## config.mk

```make
export PLATFORM = sky130hd
export DESIGN_NAME = eight_bit_cpu_alu_with_flags_top
export DESIGN_NICKNAME = d
export VERILOG_FILES = /design/src/design/ebalu_pkg.sv /design/src/design/eight_bit_cpu_alu_with_flags_top.sv /design/src/design/ebalu_core.sv
export SDC_FILE = /design/constraint.sdc
export NUM_CORES = 1
export LEC_CHECK = 0
export BUFFER_PORTS_ARGS = -buffer_cell sky130_fd_sc_hd__buf_2
export CORE_UTILIZATION = 40
export DETAILED_ROUTE_END_ITERATION = 12
export SYNTH_ARGS = -nofsm -noshare
export SYNTH_HDL_FRONTEND = slang
export SYNTH_SLANG_ARGS = --single-unit
```

## constraint.sdc

```tcl
create_clock -name clk_i -period 4.5 [get_ports clk_i]
set_input_delay 0.225 -clock clk_i [delete_from_list [all_inputs] [get_ports clk_i]]
set_output_delay 0.225 -clock clk_i [all_outputs]
set_load 0.05 [all_outputs]
```

## src/design/ebalu_pkg.sv

```systemverilog
// Shared types and constants for the eight-bit CPU ALU with flags.
`default_nettype none

package ebalu_pkg;

  // Operation codes
  typedef enum logic [3:0] {
    OP_ADD        = 4'd0,
    OP_ADC        = 4'd1,
    OP_SUB        = 4'd2,
    OP_SBC        = 4'd3,
    OP_AND        = 4'd4,
    OP_XOR        = 4'd5,
    OP_OR         = 4'd6,
    OP_CP         = 4'd7,
    OP_INC8       = 4'd8,
    OP_DEC8       = 4'd9,
    OP_CPL        = 4'd10,
    OP_DAA        = 4'd11,
    OP_ADD16      = 4'd12,
    OP_INC16      = 4'd13,
    OP_DEC16      = 4'd14,
    OP_ADD_OFFSET = 4'd15
  } alu_kind_e;

  // Decimal adjust limits
  localparam logic [7:0] DaaByteLimit   = 8'h99;
  localparam logic [3:0] DaaNibbleLimit = 4'h9;

  // One operation request
  typedef struct packed {
    alu_kind_e   kind;
    logic [15:0] first_operand;
    logic [15:0] second_operand;
    logic        zero_in;
    logic        subtract_in;
    logic        half_carry_in;
    logic        carry_in;
  } alu_req_t;

  // One operation result
  typedef struct packed {
    logic [15:0] result_value;
    logic        writes_back;
    logic        zero_out;
    logic        subtract_out;
    logic        half_carry_out;
    logic        carry_out;
  } alu_rsp_t;

endpackage

`default_nettype wire

```

## src/design/eight_bit_cpu_alu_with_flags_top.sv

```systemverilog
// Top level: input register, ALU datapath and result register with valid/stall handshake.
//
//   channel  direction  handshake                      payload
//   in       input      in_valid_i / in_stall_o        in_data_i   (ebalu_pkg::alu_req_t)
//   out      output     out_valid_o / out_stall_i      out_data_o  (ebalu_pkg::alu_rsp_t)
//
// Each transaction passes through the input register, then through the ALU into the
// result register.
// One transaction is accepted per cycle while the output is taken.
// in_stall_o rises only when both registers hold a transaction and the output is stalled.
// Reset empties both registers; there is no other state.
`default_nettype none

module eight_bit_cpu_alu_with_flags_top (
  input  wire                 clk_i,
  input  wire                 rst_ni,
  input  wire                 in_valid_i,
  output logic                in_stall_o,
  input  ebalu_pkg::alu_req_t in_data_i,
  output logic                out_valid_o,
  input  wire                 out_stall_i,
  output ebalu_pkg::alu_rsp_t out_data_o
);

  logic                s1_valid_q;
  logic                s1_valid_d;
  ebalu_pkg::alu_req_t s1_data_q;
  logic                out_valid_q;
  logic                out_valid_d;
  ebalu_pkg::alu_rsp_t out_data_q;
  ebalu_pkg::alu_rsp_t alu_rsp;
  logic                s1_adv;
  logic                s2_adv;

  // Advance a stage when it is empty or the next one moves
  assign s2_adv     = !out_valid_q || !out_stall_i;
  assign s1_adv     = !s1_valid_q || s2_adv;
  assign in_stall_o = !s1_adv;

  assign s1_valid_d  = s1_adv ? in_valid_i : s1_valid_q;
  assign out_valid_d = s2_adv ? s1_valid_q : out_valid_q;

  // Hold valid bits
  always_ff @(posedge clk_i or negedge rst_ni) begin
    if (!rst_ni) begin
      s1_valid_q  <= 1'b0;
      out_valid_q <= 1'b0;
    end else begin
      s1_valid_q  <= s1_valid_d;
      out_valid_q <= out_valid_d;
    end
  end

  // Capture payloads when their stage advances
  always_ff @(posedge clk_i) begin
    if (s1_adv) begin
      s1_data_q <= in_data_i;
    end
    if (s2_adv) begin
      out_data_q <= alu_rsp;
    end
  end

  ebalu_core u_core (
    .req_i (s1_data_q),
    .rsp_o (alu_rsp)
  );

  assign out_valid_o = out_valid_q;
  assign out_data_o  = out_data_q;

`ifndef SYNTHESIS
  // Stall upstream only when both registers are full
  assert property (@(posedge clk_i) disable iff (!rst_ni)
    in_stall_o |-> (s1_valid_q && out_valid_q))
    else $error("input stalled with a free register");

  // An accepted transaction lands in the input register
  assert property (@(posedge clk_i) disable iff (!rst_ni)
    (in_valid_i && !in_stall_o) |=> s1_valid_q)
    else $error("accepted transaction lost");

  // A held input transaction is not dropped
  assert property (@(posedge clk_i) disable iff (!rst_ni)
    (s1_valid_q && !s1_adv) |=> (s1_valid_q && $stable(s1_data_q)))
    else $error("held transaction dropped or changed");

  // A compare yields a zero value
  assert property (@(posedge clk_i) disable iff (!rst_ni)
    (out_valid_o && !out_data_o.writes_back) |-> (out_data_o.result_value == 16'd0))
    else $error("compare result not zero");
`endif

endmodule

`default_nettype wire

```

## src/design/ebalu_core.sv

```systemverilog
// Combinational datapath: result value and new flags for one operation.
`default_nettype none

module ebalu_core (
  input  ebalu_pkg::alu_req_t req_i,
  output ebalu_pkg::alu_rsp_t rsp_o
);

  logic [7:0]  a;
  logic [7:0]  b;
  logic [15:0] x;
  logic [15:0] y;
  logic        cin;
  logic        bin;
  logic [8:0]  sum9;
  logic [4:0]  hsum5;
  logic [8:0]  diff9;
  logic [4:0]  hdiff5;
  logic [7:0]  inc8;
  logic [7:0]  dec8;
  logic        daa_hi;
  logic        daa_lo;
  logic [7:0]  daa_corr;
  logic [7:0]  daa_val;
  logic [16:0] sum17;
  logic [12:0] hsum13;
  logic [15:0] off16;
  logic [15:0] offs_sum;
  logic [4:0]  offs_h5;
  logic [8:0]  offs_c9;
  logic [7:0]  logic8;

  assign x = req_i.first_operand;
  assign y = req_i.second_operand;
  assign a = x[7:0];
  assign b = y[7:0];

  // Add and subtract with carry or borrow
  assign cin    = (req_i.kind == ebalu_pkg::OP_ADC) & req_i.carry_in;
  assign bin    = (req_i.kind == ebalu_pkg::OP_SBC) & req_i.carry_in;
  assign sum9   = {1'b0, a} + {1'b0, b} + {8'b0, cin};
  assign hsum5  = {1'b0, a[3:0]} + {1'b0, b[3:0]} + {4'b0, cin};
  assign diff9  = {1'b0, a} - {1'b0, b} - {8'b0, bin};
  assign hdiff5 = {1'b0, a[3:0]} - {1'b0, b[3:0]} - {4'b0, bin};

  // Increment and decrement
  assign inc8 = a + 8'd1;
  assign dec8 = a - 8'd1;

  // Decimal adjust: one correction constant, added or subtracted
  assign daa_hi   = req_i.subtract_in ? req_i.carry_in
                                      : (req_i.carry_in | (a > ebalu_pkg::DaaByteLimit));
  assign daa_lo   = req_i.subtract_in ? req_i.half_carry_in
                                      : (req_i.half_carry_in
                                         | (a[3:0] > ebalu_pkg::DaaNibbleLimit));
  assign daa_corr = {1'b0, daa_hi, daa_hi, 1'b0, 1'b0, daa_lo, daa_lo, 1'b0};
  assign daa_val  = req_i.subtract_in ? (a - daa_corr) : (a + daa_corr);

  // 16-bit add
  assign sum17  = {1'b0, x} + {1'b0, y};
  assign hsum13 = {1'b0, x[11:0]} + {1'b0, y[11:0]};

  // Signed byte offset add
  assign off16    = {{8{b[7]}}, b};
  assign offs_sum = x + off16;
  assign offs_h5  = {1'b0, x[3:0]} + {1'b0, b[3:0]};
  assign offs_c9  = {1'b0, x[7:0]} + {1'b0, b};

  // Select result and flags per operation
  always_comb begin
    rsp_o.result_value   = 16'd0;
    rsp_o.writes_back    = 1'b1;
    rsp_o.zero_out       = req_i.zero_in;
    rsp_o.subtract_out   = req_i.subtract_in;
    rsp_o.half_carry_out = req_i.half_carry_in;
    rsp_o.carry_out      = req_i.carry_in;
    logic8               = a & b;
    unique case (req_i.kind)
      ebalu_pkg::OP_ADD, ebalu_pkg::OP_ADC: begin
        rsp_o.result_value   = {8'd0, sum9[7:0]};
        rsp_o.zero_out       = (sum9[7:0] == 8'd0);
        rsp_o.subtract_out   = 1'b0;
        rsp_o.half_carry_out = hsum5[4];
        rsp_o.carry_out      = sum9[8];
      end
      ebalu_pkg::OP_SUB, ebalu_pkg::OP_SBC, ebalu_pkg::OP_CP: begin
        rsp_o.result_value   = {8'd0, diff9[7:0]};
        rsp_o.zero_out       = (diff9[7:0] == 8'd0);
        rsp_o.subtract_out   = 1'b1;
        rsp_o.half_carry_out = hdiff5[4];
        rsp_o.carry_out      = diff9[8];
        if (req_i.kind == ebalu_pkg::OP_CP) begin
          rsp_o.result_value = 16'd0;
          rsp_o.writes_back  = 1'b0;
        end
      end
      ebalu_pkg::OP_AND, ebalu_pkg::OP_XOR, ebalu_pkg::OP_OR: begin
        if (req_i.kind == ebalu_pkg::OP_XOR) begin
          logic8 = a ^ b;
        end else if (req_i.kind == ebalu_pkg::OP_OR) begin
          logic8 = a | b;
        end
        rsp_o.result_value   = {8'd0, logic8};
        rsp_o.zero_out       = (logic8 == 8'd0);
        rsp_o.subtract_out   = 1'b0;
        rsp_o.half_carry_out = (req_i.kind == ebalu_pkg::OP_AND);
        rsp_o.carry_out      = 1'b0;
      end
      ebalu_pkg::OP_INC8: begin
        rsp_o.result_value   = {8'd0, inc8};
        rsp_o.zero_out       = (inc8 == 8'd0);
        rsp_o.subtract_out   = 1'b0;
        rsp_o.half_carry_out = (inc8[3:0] == 4'h0);
      end
      ebalu_pkg::OP_DEC8: begin
        rsp_o.result_value   = {8'd0, dec8};
        rsp_o.zero_out       = (dec8 == 8'd0);
        rsp_o.subtract_out   = 1'b1;
        rsp_o.half_carry_out = (dec8[3:0] == 4'hF);
      end
      ebalu_pkg::OP_CPL: begin
        rsp_o.result_value   = {8'd0, ~a};
        rsp_o.subtract_out   = 1'b1;
        rsp_o.half_carry_out = 1'b1;
      end
      ebalu_pkg::OP_DAA: begin
        rsp_o.result_value   = {8'd0, daa_val};
        rsp_o.zero_out       = (daa_val == 8'd0);
        rsp_o.half_carry_out = 1'b0;
        rsp_o.carry_out      = req_i.subtract_in ? req_i.carry_in : daa_hi;
      end
      ebalu_pkg::OP_ADD16: begin
        rsp_o.result_value   = sum17[15:0];
        rsp_o.subtract_out   = 1'b0;
        rsp_o.half_carry_out = hsum13[12];
        rsp_o.carry_out      = sum17[16];
      end
      ebalu_pkg::OP_INC16: begin
        rsp_o.result_value = x + 16'd1;
      end
      ebalu_pkg::OP_DEC16: begin
        rsp_o.result_value = x - 16'd1;
      end
      ebalu_pkg::OP_ADD_OFFSET: begin
        rsp_o.result_value   = offs_sum;
        rsp_o.zero_out       = 1'b0;
        rsp_o.subtract_out   = 1'b0;
        rsp_o.half_carry_out = offs_h5[4];
        rsp_o.carry_out      = offs_c9[8];
      end
    endcase
  end

endmodule

`default_nettype wire

```

# == Yosys cells after proc, flatten, opt, wreduce, memory -nomap -nowiden ==
# Cells that the tools add are included.
# word_totals
inputBits,44
register_bits,63
out_inout_bits,23
word_cells,90
# op_classes
n_addsub,17
order_cmp,2
n_mux,13
n_reduce_logical,19
n_bitwise,8
eq_ne,16
# ops
cell,n
$pmux 16 s11,1
$logic_not 8->1,6
$eq 4x4->1 const B,9
$mux 8,4
$add 16x16->17,1
$add 16x1->16 const B,1
$add 16x16->16,1
$eq 4x3->1 const B,4
$sub 16x1->16 const B,1
$add 12x12->13,1
$add 8x8->9,1
$add 9x1->9,1
$mux 9,1
$pmux 1 s9,1
$sub 8x8->9,1
$sub 9x1->9,1
$add 8x1->8 const B,1
$add 8x7->8,1
$and 8x8->8,1
$eq 4x2->1 const B,2
$gt 8x8->1 const B,1
$logic_not 4->1,2
$not 8->8,1
$or 8x8->8,1
21 further kinds,30

# == Longest topological paths before layout ==
# Gate-level depths: netlist (run 1).
# depth
word_depth,7
ltp_mapped,18
ltp_nobuf,16

# == Modules after synthesis ==
# From an unflattened synthesis (run 1), not the netlist that was laid out.
# unflattened
hier_cells,672
area_unflattened_um2,6045.8
# by_module_without_submodules
mod,cells_per_inst,instances,area_per_inst_um2
ebalu_core,604,1,4131.5
eight_bit_cpu_alu_with_flags_top,68,1,1914.3

# == Least setup slack after synthesis (run 1) ==
# OpenSTA, ideal clock, no wires.
# synth_path
kind,flip-flop to flip-flop
from,register s1_data_q[21] (netlist name)
to,register out_data_q (netlist bit out_data_o[11]) (data pin)
n_path_buf,2
setup_ns,0.280
required_ns,4.220
slack_ns,0.383
path_stages_with_launch,18
t_arrival_ns,3.837
synth_period_minus_slack_ns,4.117
cell_sequence,edfxtp_1 clkbuf_1 inv_1 ha_1 clkbuf_1 o21ai_0 a311o_1 a31oi_1 ha_1 nand2_1 o21ai_0 ha_1 nor2b_1 o311a_1 a311oi_1 o22ai_1 a2111oi_0 a22oi_1
# synth_lines
element,line_no,rtl
"start, declared",eight_bit_cpu_alu_with_flags_top.sv:27,ebalu_pkg::alu_req_t s1_data_q;
"start signal, assigned",eight_bit_cpu_alu_with_flags_top.sv:57,s1_data_q <= in_data_i;
"end signal, assigned",eight_bit_cpu_alu_with_flags_top.sv:60,out_data_q <= alu_rsp;
"end, declared",eight_bit_cpu_alu_with_flags_top.sv:30,ebalu_pkg::alu_rsp_t out_data_q;

==> results of run 1 <==
==> metal layers <==
| layer | global-route usage [%] | vias up | part of all wire (%) |
|---|---|---|---|
| li1 | - | 2791 | - |
| met1 | 36.77 | 2835 | 44 |
| met2 | 43.62 | 312 | 44 |
| met3 | 6.700 | 55 | 8.0 |
| met4 | 12.11 | 0 | 3.4 |
| met5 | 0 | - | 0 |
==> Yosys cell counts (9+ instances only) <==
library cell and count:
xor2_1 19, clkbuf_1 13, edfxtp_1 61, o211ai_1 9, o22ai_1 19, inv_1 39
nand2_1 62, ha_1 68, o21ai_0 32, nand3_1 27, nor2_1 53, buf_2 12
nor3_1 14, nand2b_1 9, xnor2_1 32, a31oi_1 16, a21oi_1 44
==> final cells by class <==
class / instances / area [µm²] / area share, %
antenna: 1 / 2.502 / 0.03473
clock buffer: 9 / 225.2 / 3.126
clock inverter: 7 / 72.57 / 1.007
inverter: 40 / 150.1 / 2.084
multi-input combinational: 571 / 4095 / 56.84
sequential: 63 / 1882 / 26.12
tap: 211 / 264.0 / 3.664
timing repair buffer: 90 / 513.0 / 7.121
==> logic make-up after synthesis <==
kind of cell    Yosys count  share of synthesized area (%)
xor+xnor                 53                          7.630
simple gates            229                          18.41
buf+inv                  72                          5.020
mux                       7                          1.116
flops                    63                          29.96
fa+ha+maj                74                          15.30
compound gates          208                          22.57
==> how the worst min path moves through the flow <==
stage | cells past startpoint | end | start | slack, ns
2_1_floorplan | 0 | out_valid_o$_DFFE_PN0P_ | rst_ni | -0.07
3_3_place_gp | 1 | out_valid_o$_DFFE_PN0P_ | rst_ni | 0.008
3_5_place_dp | 1 | s1_valid_q$_DFFE_PN0N_ | rst_ni | 0.01
4_1_cts | 1 | s1_data_q[7]$_DFFE_PN_ | in_data_i[7] | 0.04
5_1_grt | 1 | s1_data_q[33]$_DFFE_PN_ | in_data_i[33] | 0.04
6_report | 1 | s1_data_q[32]$_DFFE_PN_ | in_data_i[32] | 0.05
==> through the flow <==
step	instances	worst slack, ns	power [mW]	util, %	hold slack [ns]
after floorplan	706	0.3830	1.572	-	-0.07059
after global placement	974	0.5124	1.888	45.14	0.008311
after detailed placement	974	0.3915	1.902	45.14	0.01143
after CTS	991	0.3672	2.627	47.16	0.04125
after global routing	991	0.1473	2.756	47.20	0.04350
final	992	0.4697	2.633	47.22	0.05104
==> state kept, by name (all words and copies together), names as in the netlist <==
register,flops
out_valid_o,1
out_data_o,21
s1_data_q,40
s1_valid_q,1
==> where the power goes <==
part	leakage (nW)	switching, mW	internal (mW)
Sequential	0.646	0.0417	0.725
Clock	0.142	0.282	0.429
Combinational	2.14	0.761	0.395
Total	2.93	1.08	1.55
==> timing repair <==
action,in CTS,in global routing
hold endpoints to repair,2,0
setup endpoints to repair,0,1
gates resized for setup,0,1
hold buffers,1,0
==> results.md, run 1 <==
- The reg-to-reg critical path endpoint is out_data_o[11]$_DFFE_PP_.
- The critical path starts at s1_data_q[21]$_DFFE_PN_.
- In this run the mean area of a mapped cell was 8.897 µm².
- The count of flip-flops with a built-in enable after synthesis is 61.
- At the worst endpoint, the required time is 4.58 ns.
- In this run the static leakage power is between 2 and 3 nW.
- The number of synthesized register bits is between 60 and 70.
- For this run, design rule violations remaining after detail routing come to 0.
- Subtracting the final worst setup slack from the clock period gives between 4 and 5 ns.
- The global routing usage summed across all routing layers is between 20% and 30%.
- The number of instances in the synthesized netlist is 706.
- The leading register cell type out of synthesis is edfxtp_1.
- The number of antenna violations at the first check in global routing is 1.
- The standard cell with the maximum stage delay on the critical path is edfxtp_1.
- After detailed routing, the average wire length per cell comes to roughly 22 µm.
- The endpoint type of the worst setup path is a flop.
- The worst endpoint data arrival time is approximately 4 ns.
- The tree built by TritonCTS fans out to 63 sinks.
- The leading cell type in the layout, fill and taps excluded is ha_1.
- The category of the most critical setup path is flop to flop.
- The final cell area excluding filler cells is between 7000 and 8000 µm².
- The H-tree was split into 3 levels.
- Headroom to the max-slew limit came out at approximately two fifths.
- The length of the first detailed-routing pass in iterations is 5.
- After global routing the overflow that remains totals 0.
- The buffering stage count on the worst path with inverters included is 2.
- The dominant cell type by area after synthesis is edfxtp_1.
- The number of routed nets with antenna violations is 0.
- The number of global-route vias before repair is 5,653.
- The total of fill cells in the finished design is 1,470.
- Setup repair after global routing left no endpoint under its margin.
- The slew at the pin closest to its max-slew limit is between 0.9 and 1 ns.
- After clock tree synthesis, the clock-pin slew on the worst setup and hold paths is ~0.060 ns.
- The flop-to-flop setup slack is around 0.47 ns.
- In this run the critical register-to-register path is launched from s1_data_q[21]$_DFFE_PN_.
- The number of buffers added on ports is 66.
- The maximum number of pins on one net before global-route repair is 43.
- The maximum buffer depth of the clock tree is 2.
- Routability-driven placement finished with a final weighted congestion of just over 1.
- TritonCTS built the clock tree.
- The number of endpoints with negative hold slack in the final report is 0.
- The total routed wirelength is 22.19 mm.
- The worst-case IR drop observed on VDD is between 0.0002 and 0.00025 V.
- The top cell family by delay on the critical path is compound AO/OA/AOI/OAI gates.
- Summed over all failing endpoints, the final setup total negative slack is 0 ns.
- For this run, the top clock speed supported by timing is approximately 250 MHz.
- The area fraction of the dominant cell type after synthesis is 29.16%.
- After legalization and detailed placement, the total HPWL measured 17.28 mm.
- Detailed routing inserted a total of approximately 6,000 vias.
- The placed standard-cell area is roughly 7000 µm².
- The area growth from synthesis to layout is 14.70%.
- For this configuration, the core starts out at a cell density of ~40%.
- The Yosys warning count is 0.
- The die covers between 15,000 and 20,000 µm².
- The max-slew violation total from the final report is 0.
- Setup violations remaining at the end of the flow were counted as 0.
- The most repeated library cell on the critical path is ha_1.
- The power density relative to cell area is approximately 370 nW/µm².
- The floorplan step set the die width to 127.3 µm.
- The first routing iteration left about 540 violations.
- The number of cells on the critical path is 16.
- In the final layout, the share of cells above drive strength 1 is approximately 17%.
- The worst setup path is launched from a flop.
- The flow ran to the end, and the final reports show no timing, DRC or antenna violations.
- By area the synthesized netlist is led by edfxtp_1, ha_1, xnor2_1.
- The number of library cell types mapped by synthesis is 85.
- The delay of the slowest critical-path stage is about 0.38 ns.
- The placeable core region is approximately 15,000 µm².
- The first global-routing pass estimated approximately 33 mm of wire.
- After the last flow step, the layout net total stands at about 890.
- TritonCTS created 9 clock buffers.
- Traced cell by cell, the critical path runs through inv_1 -> ha_1 -> o21ai_0 -> a311o_1 -> a31oi_1 -> ha_1 -> nand2_1 -> o21ai_0 -> ha_1 -> nor2b_1 -> o311a_1 -> a311oi_2 -> o22ai_1 -> a2111oi_0 -> buf_4 -> a22oi_1.
- The kind of path behind the tightest hold check is primary input to flop.
- The post-synthesis async set-or-reset flop share is around 3.2%.
- The clock latency reported for the late side of the worst-skew pair is around 0.35 ns.
- The register area share after synthesis is between 20% and 30%.
- In this run the clock root is driven by a clkbuf_16.
- The worst reg2reg path depth is 16.
- The top cell types in the final layout, fill and taps aside, are ha_1, buf_2, nand2_1.
- The number of top-level design ports is 67.
- The number of nets in the synthesized netlist is 823.
- The detailed-route vias per instance is approximately 6.0.
- The critical path ends at out_data_o[11]$_DFFE_PP_.
- In this run the cell area of the synthesized design comes to between 6000 and 7000 µm².
- The final critical path takes up 89.56% of the cycle.
- For the final database, setup skew stands at ~0.0080 ns.
- The number of rows created at floorplan is between 40 and 50.
- The max-capacitance violation count is 0.
- The die extent in y is roughly 130 µm.
- In this run the post-CTS setup repair buffer count came out at 0.
- Along the worst path, the maximum fanout reaches 8.
Note: power is estimated with default switching activity, not from simulation.
==> run 2, diff against run 1 <==
Settings changed: PLACE_DENSITY from default to 0.62.
==> results.md, run 2 (synthesis results as in run 1) <==
- In this run the clock root is driven by a clkbuf_16.
- The leakage power figure is 2.906 nW (-0.71%).
- The smallest setup slack after layout was 0.3415 ns (-0.1283 ns).
- The number of endpoints with negative hold slack in the final report is 0 (unchanged).
- The final clock period utilization by the worst path is 92.41% (+2.9 points).
- The residual overflow from global routing was 0 (unchanged).
- The slew at the pin closest to its max-slew limit was 0.8408 ns (-0.06904 ns).
- The placeable core region was 15,260 µm² (unchanged).
- The most critical setup path has its startpoint at s1_data_q[21]$_DFFE_PN_.
- The instance count after placement with tap cells included is 973 (-0.10%).
- The number of rows created at floorplan came to 45 (unchanged).
- The layout net count is 891 (-0.11%).
- The fmax was 240.5 MHz (-3.1%).
- The final cell area excluding filler cells is 7163 µm² (-0.57%).
- The tightest min-delay check is of the primary input to flop type.
- The max-capacitance violation count is 0 (unchanged).
- The max-slew violation total from the final report is 0 (unchanged).
- The wire length of the first global-routing pass was 32.08 mm (-3.7%).
- The die footprint came to 16,210 µm² (unchanged).
- The number of routed nets with antenna violations is 0 (unchanged).
- The total routed wirelength is 21.15 mm (-4.7%).
- The flip-flop count of the largest register after layout was 40 (unchanged).
- The worst endpoint data arrival time is 4.25 ns (+0.14 ns).
- The area growth from synthesis to layout is 14.04%.
- The maximum ir drop on the vdd rail is 0.0001795 V (-24%).
- The number of buffers added on ports is 66 (unchanged).
- The run finished with clean final reports.
- The HPWL after detailed placement is 16.51 mm (-4.4%).
- The level count of the clock H-tree is 3 (unchanged).
- The clock latency reported for the late side of the worst-skew pair was 0.35 ns (about the same).
- The die extent in y is 127.3 µm (unchanged).
- The total CTS buffers was 9 (unchanged).
- The total of fill cells in the finished design is 1,463 (-0.48%).
- The worst path required time is 4.59 ns (about the same).
- The average detailed-routed wire length per instance is 21.36 µm (-4.5%).
- The total number of vias is 5,926 (-1.1%).
- The library cell used most frequently in the layout, excluding fill and tap cells, is ha_1.
- Setup repair after global routing left no endpoint under its margin.
- In this run the most critical hold path is launched from in_data_i[9].
- The endpoint type of the worst setup path is a flop.
- The largest fanout on the critical path is 8 (unchanged).
- The number of global-route vias before repair came to 5,638 (-0.27%).
- The start of the worst register-to-register path is s1_data_q[21]$_DFFE_PN_.
- The final weighted congestion of routability-driven global placement was 0.9930 (-1.6%).
- The detailed-route vias per instance came to 5.986 (-0.92%).
- The remaining routing DRC violations was 0 (unchanged).
- The final critical-path required period was 4.159 ns (+0.1283 ns).
- The count of final setup violators is 0 (unchanged).
- The worst setup path is of the flop to flop kind.
- The antenna diode count is 0 (-1).
- The worst slack at placement is 0.2804 ns (-0.1111 ns).
- The power density relative to cell area is 356.4 nW/µm² (-2.5%).
- The fraction of final layout cells with drive strength greater than 1 is 16.43% (-0.36 points).
- The maximum number of pins on one net before global-route repair is 43 (unchanged).
- The clock tree skew after final layout is 0.009143 ns (+0.001113 ns).
- The smallest hold slack came to 0.04897 ns (-0.002065 ns).
- The placed standard-cell area is 6880 µm² (-0.11%).
- The number of top-level design ports is 67 (unchanged).
- The total area of sequential cells is 1882 µm² (unchanged).
- The number of clock sinks seen by CTS is 63 (unchanged).
- The global routing usage summed across all routing layers is 26.66% (-1.3 points).
- The maximum buffer depth of the clock tree is 2 (unchanged).
- The DRC violation total after the first TritonRoute iteration came to 562 (+4.9%).
- The post-layout instance count excluding filler cells is 990 (-0.20%).
- The length of the first detailed-routing pass in iterations is 5 (unchanged).
- The register with the most flip-flops in the final layout is s1_data_q.
- TritonCTS built the clock tree.
- The top cell types in the final layout, fill and taps aside, are ha_1, buf_2, nand2_1.
- The post-CTS setup repair buffer count is 0 (unchanged).
- The sum of negative setup slack is 0 ns (unchanged).
- The multi-input logic area is 4095 µm² (unchanged).
- The starting density of the core is 41.16% (unchanged).
- The relative max-transition margin is 43.81% (+4.6 points).
- The x dimension of the die is 127.3 µm (unchanged).
- STA classifies the critical path startpoint as a flop.
- The number of antenna violations at the first check in global routing is 0 (-1).
- The clock transition at the registers of the reported paths is 0.06 ns (about the same).
[run 2: critical path, cell delays in order (launching register included)]
cell       delay [ns]
edfxtp_1         0.38
inv_1            0.24
ha_1             0.23
o21ai_0          0.14
a311o_1          0.38
a31oi_1          0.22
ha_1             0.27
nand2_1          0.07
o21ai_0          0.09
ha_1             0.35
nor2b_1          0.15
o311a_1          0.12
a311oi_2         0.40
o22ai_1          0.14
a2111oi_0        0.46
buf_4            0.21
a22oi_1          0.08
[run 2: metal layers]
metal | vias to the layer above | part of all wire [%] | track usage (%)
li1 | 2793 | - | -
met1 | 2825 | 45 | 35.06
met2 | 262 | 44 | 42.08
met3 | 46 | 6.3 | 4.271
met4 | 0 | 4.4 | 14.22
met5 | - | 0 | 0
[run 2: final cells by class]
cell class | count | area share (%)
Multi-Input combinational cell | 571 | 57.17
Timing Repair Buffer | 89 | 7.057
Sequential cell | 63 | 26.27
Tap cell | 211 | 3.686
Inverter | 40 | 2.096
Clock buffer | 10 | 3.197
Clock inverter | 6 | 0.5240
[run 2: what timing repair did]
item,in CTS,in global routing
endpoints found under the hold margin,2,0
hold buffers,1,0
gates resized for setup,0,1
endpoints found under the setup margin,0,1
[run 2: path summary, 6_finish.rpt]
| path | to | slack (ns) | cells past startpoint |
|---|---|---|---|
| worst max-delay path | out_data_o[11]$_DFFE_PP_ | 0.34 | 16 |
| worst min-delay path | s1_data_q[9]$_DFFE_PN_ | 0.05 | 1 |
| worst max register to register | out_data_o[11]$_DFFE_PP_ | 0.34 | 16 |
| worst min register to register | out_valid_o$_DFFE_PN0P_ | 0.50 | 1 |
| max in group asynchronous | out_valid_o$_DFFE_PN0P_ | 4.21 | 2 |
| min in group asynchronous | out_valid_o$_DFFE_PN0P_ | 0.20 | 2 |
[run 2: stage by stage]
| step | utilization, % | total power [mW] |
|---|---|---|
| floorplan | - | 1.572 |
| global placement | 45.09 | 1.876 |
| detailed placement | 45.09 | 1.891 |
| CTS | 46.90 | 2.539 |
| global route | 46.95 | 2.677 |
| finish | 46.95 | 2.553 |
[run 2: power breakdown]
part           total (mW)  internal [mW]  switching (mW)
logic                1.15          0.393           0.753
registers           0.764          0.725          0.0389
clock network       0.643          0.369           0.274
==> run 3, diff against run 2 <==
Settings changed: CORE_UTILIZATION 40 to 60, PLACE_DENSITY 0.62 to 0.85.
==> results.md, run 3 (synthesis results as in run 1) <==
- The detailed-route vias per instance is 6.900 (+15%).
- The fraction of final layout cells with drive strength greater than 1 is 16.45% (+0.021 points).
- The instance count after placement with tap cells included came to 894 (-8.1%).
- The fmax is 237.7 MHz (-1.1%).
- The number of clock sinks seen by CTS is 63 (unchanged).
- The tree is rooted in a clkbuf_8.
- The kind of launch point of the worst setup path is a flop.
- The leakage power figure is 2.860 nW (-1.6%).
- The placeable core region is 9955 µm² (-35%).
- The kind of path behind the tightest hold check is primary input to flop.
- The x dimension of the die is 104.3 µm (-18%).
- The multi-input logic area came to 4089 µm² (-0.15%).
- The run finished with clean final reports.
- The total number of vias is 6,286 (+6.1%).
- The number of global-route vias before repair was 5,963 (+5.8%).
- The number of top-level design ports is 67 (unchanged).
- The clock transition at the registers of the reported paths is 0.08 ns (+0.02 ns).
- The average detailed-routed wire length per instance is 23.74 µm (+11%).
- From synthesis to final layout, the design area changed by 10.76%.
- The clock latency reported for the late side of the worst-skew pair is 0.37 ns (+0.02 ns).
- The relative max-transition margin came to 23.93% (-20 points).
- On the critical path the largest part of the delay comes from compound AO/OA/AOI/OAI gates.
- The total routed wirelength came to 21.63 mm (+2.3%).
- The max-capacitance violation count is 0 (unchanged).
- The total area of sequential cells is 1882 µm² (unchanged).
- The die footprint was 10,880 µm² (-33%).
- The number of antenna violations at the first check in global routing came to 0 (unchanged).
- The maximum ir drop on the vdd rail is 0.0002565 V (+43%).
- The worst setup path is captured at a flop.
- The flop-to-flop setup slack is 0.29 ns (-0.05 ns).
- The post-CTS setup repair buffer count was 0 (unchanged).
- The startpoint of the most critical hold path is in_data_i[8].
- The number of cells on the critical path is 15 (-1).
- The maximum number of pins on one net before global-route repair is 43 (unchanged).
- The antenna diode count was 0 (unchanged).
- The number of rows created at floorplan came to 36 (-20%).
- The final weighted congestion of routability-driven global placement is 0.9960 (+0.30%).
- The remaining routing DRC violations is 0 (unchanged).
- The slew at the pin closest to its max-slew limit came to 1.140 ns (+0.2990 ns).
- The final critical-path required period is 4.207 ns (+0.04799 ns).
- The worst endpoint data arrival time is 4.32 ns (+0.07 ns).
- The HPWL after detailed placement is 16.51 mm (about the same).
- The most critical setup path has its startpoint at s1_data_q[20]$_DFFE_PN_.
- The layout net count was 890 (-0.11%).
- The library cell used most frequently in the layout, excluding fill and tap cells, is ha_1.
- The largest fanout on the critical path is 9 (+1).
- The starting density of the core was 63.10% (+22 points).
- The flip-flop count of the largest register after layout is 40 (unchanged).
- The die extent in y is 104.3 µm (-18%).
- Setup repair after global routing left no endpoint under its margin.
- The final clock period utilization by the worst path is 93.48% (+1.1 points).
- The delay of the slowest critical-path stage is 0.53 ns (+0.07 ns).
- The max-slew violation total from the final report is 0 (unchanged).
- The post-layout instance count excluding filler cells came to 911 (-8.0%).
- The post-cts gate resize count is 0 (unchanged).
- The hold buffer count at cts was 1 (unchanged).
- The wire length of the first global-routing pass is 33.15 mm (+3.4%).
- The buffering stage count on the worst path with inverters included was 1 (-1).
- The overall power after layout is 2.388 mW (-6.5%).
- The sum of negative setup slack came to 0 ns (unchanged).
- The global routing usage summed across all routing layers is 40.25% (+14 points).
- The number of buffers added on ports was 66 (unchanged).
- The clock tree skew after final layout came to 0.008848 ns (-0.0002942 ns).
- The register with the most flip-flops in the final layout is s1_data_q.
- The count of final setup violators is 0 (unchanged).
- The power density relative to cell area is 343.2 nW/µm² (-3.7%).
- The category of the most critical setup path is flop to flop.
- The number of endpoints with negative hold slack in the final report is 0 (unchanged).
- The worst path required time is 4.61 ns (+0.02 ns).
- The total CTS buffers was 9 (unchanged).
- The start of the worst register-to-register path is s1_data_q[20]$_DFFE_PN_.
- The worst reg2reg path depth is 15 (-1).
- The level count of the clock H-tree is 3 (unchanged).
- The length of the first detailed-routing pass in iterations is 6 (+1).
- The total of fill cells in the finished design is 802 (-45%).
- The clock tree from TritonCTS is yes.
- The worst setup path endpoint is out_data_o[11]$_DFFE_PP_.
- The DRC violation total after the first TritonRoute iteration is 628 (+12%).
- The reg-to-reg critical path endpoint is out_data_o[11]$_DFFE_PP_.
- The number of routed nets with antenna violations is 0 (unchanged).
- The signal on the critical path passes through inv_1 -> ha_1 -> o21ai_0 -> a311o_1 -> a31oi_1 -> ha_1 -> nand2_1 -> o21ai_0 -> ha_1 -> nor2b_1 -> o311a_1 -> a311oi_1 -> o22ai_1 -> a2111oi_0 -> a22oi_1.
- The standard cell with the maximum stage delay on the critical path is edfxtp_1.
- The residual overflow from global routing came to 0 (unchanged).
- The top cell types in the final layout, fill and taps aside, are ha_1, buf_2, nand2_1.
- The maximum buffer depth of the clock tree is 2 (unchanged).
- The most repeated library cell on the critical path is ha_1.
==> run 3: cell count changes in the layout (fill, tap and decap cells not counted) <==
cell       delta
clkinv_2      +1
clkbuf_8      +9
inv_6         +1
clkbuf_1      -1
a311oi_2      -1
buf_4         -1
clkinv_1      -1
a311oi_1      +1
clkbuf_16     -9
==> run 3: through the flow <==
stage | hold slack (ns) | setup slack, ns | area [µm²] | util (%)
floorplan | -0.07059 | 0.3830 | 6281 | -
finish | 0.01971 | 0.2935 | 6957 | 69.88
detailed placement | 0.01197 | 0.4514 | 6775 | 68.06
global placement | 0.009686 | 0.6839 | 6775 | 68.06
global route | 0.02220 | 0.09202 | 6957 | 69.88
CTS | 0.01946 | 0.4212 | 6957 | 69.88
==> run 3: how the worst min path moves through the flow <==
stage,cells past startpoint,to
global route,1,s1_data_q[24]$_DFFE_PN_
CTS,1,s1_data_q[8]$_DFFE_PN_
finish,1,s1_data_q[8]$_DFFE_PN_
global placement,1,out_valid_o$_DFFE_PN0P_
detailed placement,1,s1_valid_q$_DFFE_PN0N_
floorplan,0,out_valid_o$_DFFE_PN0P_
==> run 3: layout make-up <==
type / count / share of cell area (%)
Multi-Input combinational cell: 571 / 58.78
Sequential cell: 63 / 27.05
Timing Repair Buffer: 88 / 7.158
Tap cell: 133 / 2.392
Inverter: 40 / 2.158
Clock buffer: 9 / 1.781
Clock inverter: 7 / 0.6835
==> run 3: where the power goes <==
group	total (mW)	switching, mW	internal (mW)
clock network	0.471	0.272	0.199
registers	0.768	0.0439	0.724
logic	1.15	0.752	0.396
total	2.39	1.07	1.32
==> run 3: layer usage <==
metal	vias up	part of all wire, %	track usage (%)
met1	2911	39	55.02
met5	-	0	0
met3	86	13	7.143
li1	2786	-	-
met2	503	43	60.08
met4	0	5.3	22.35
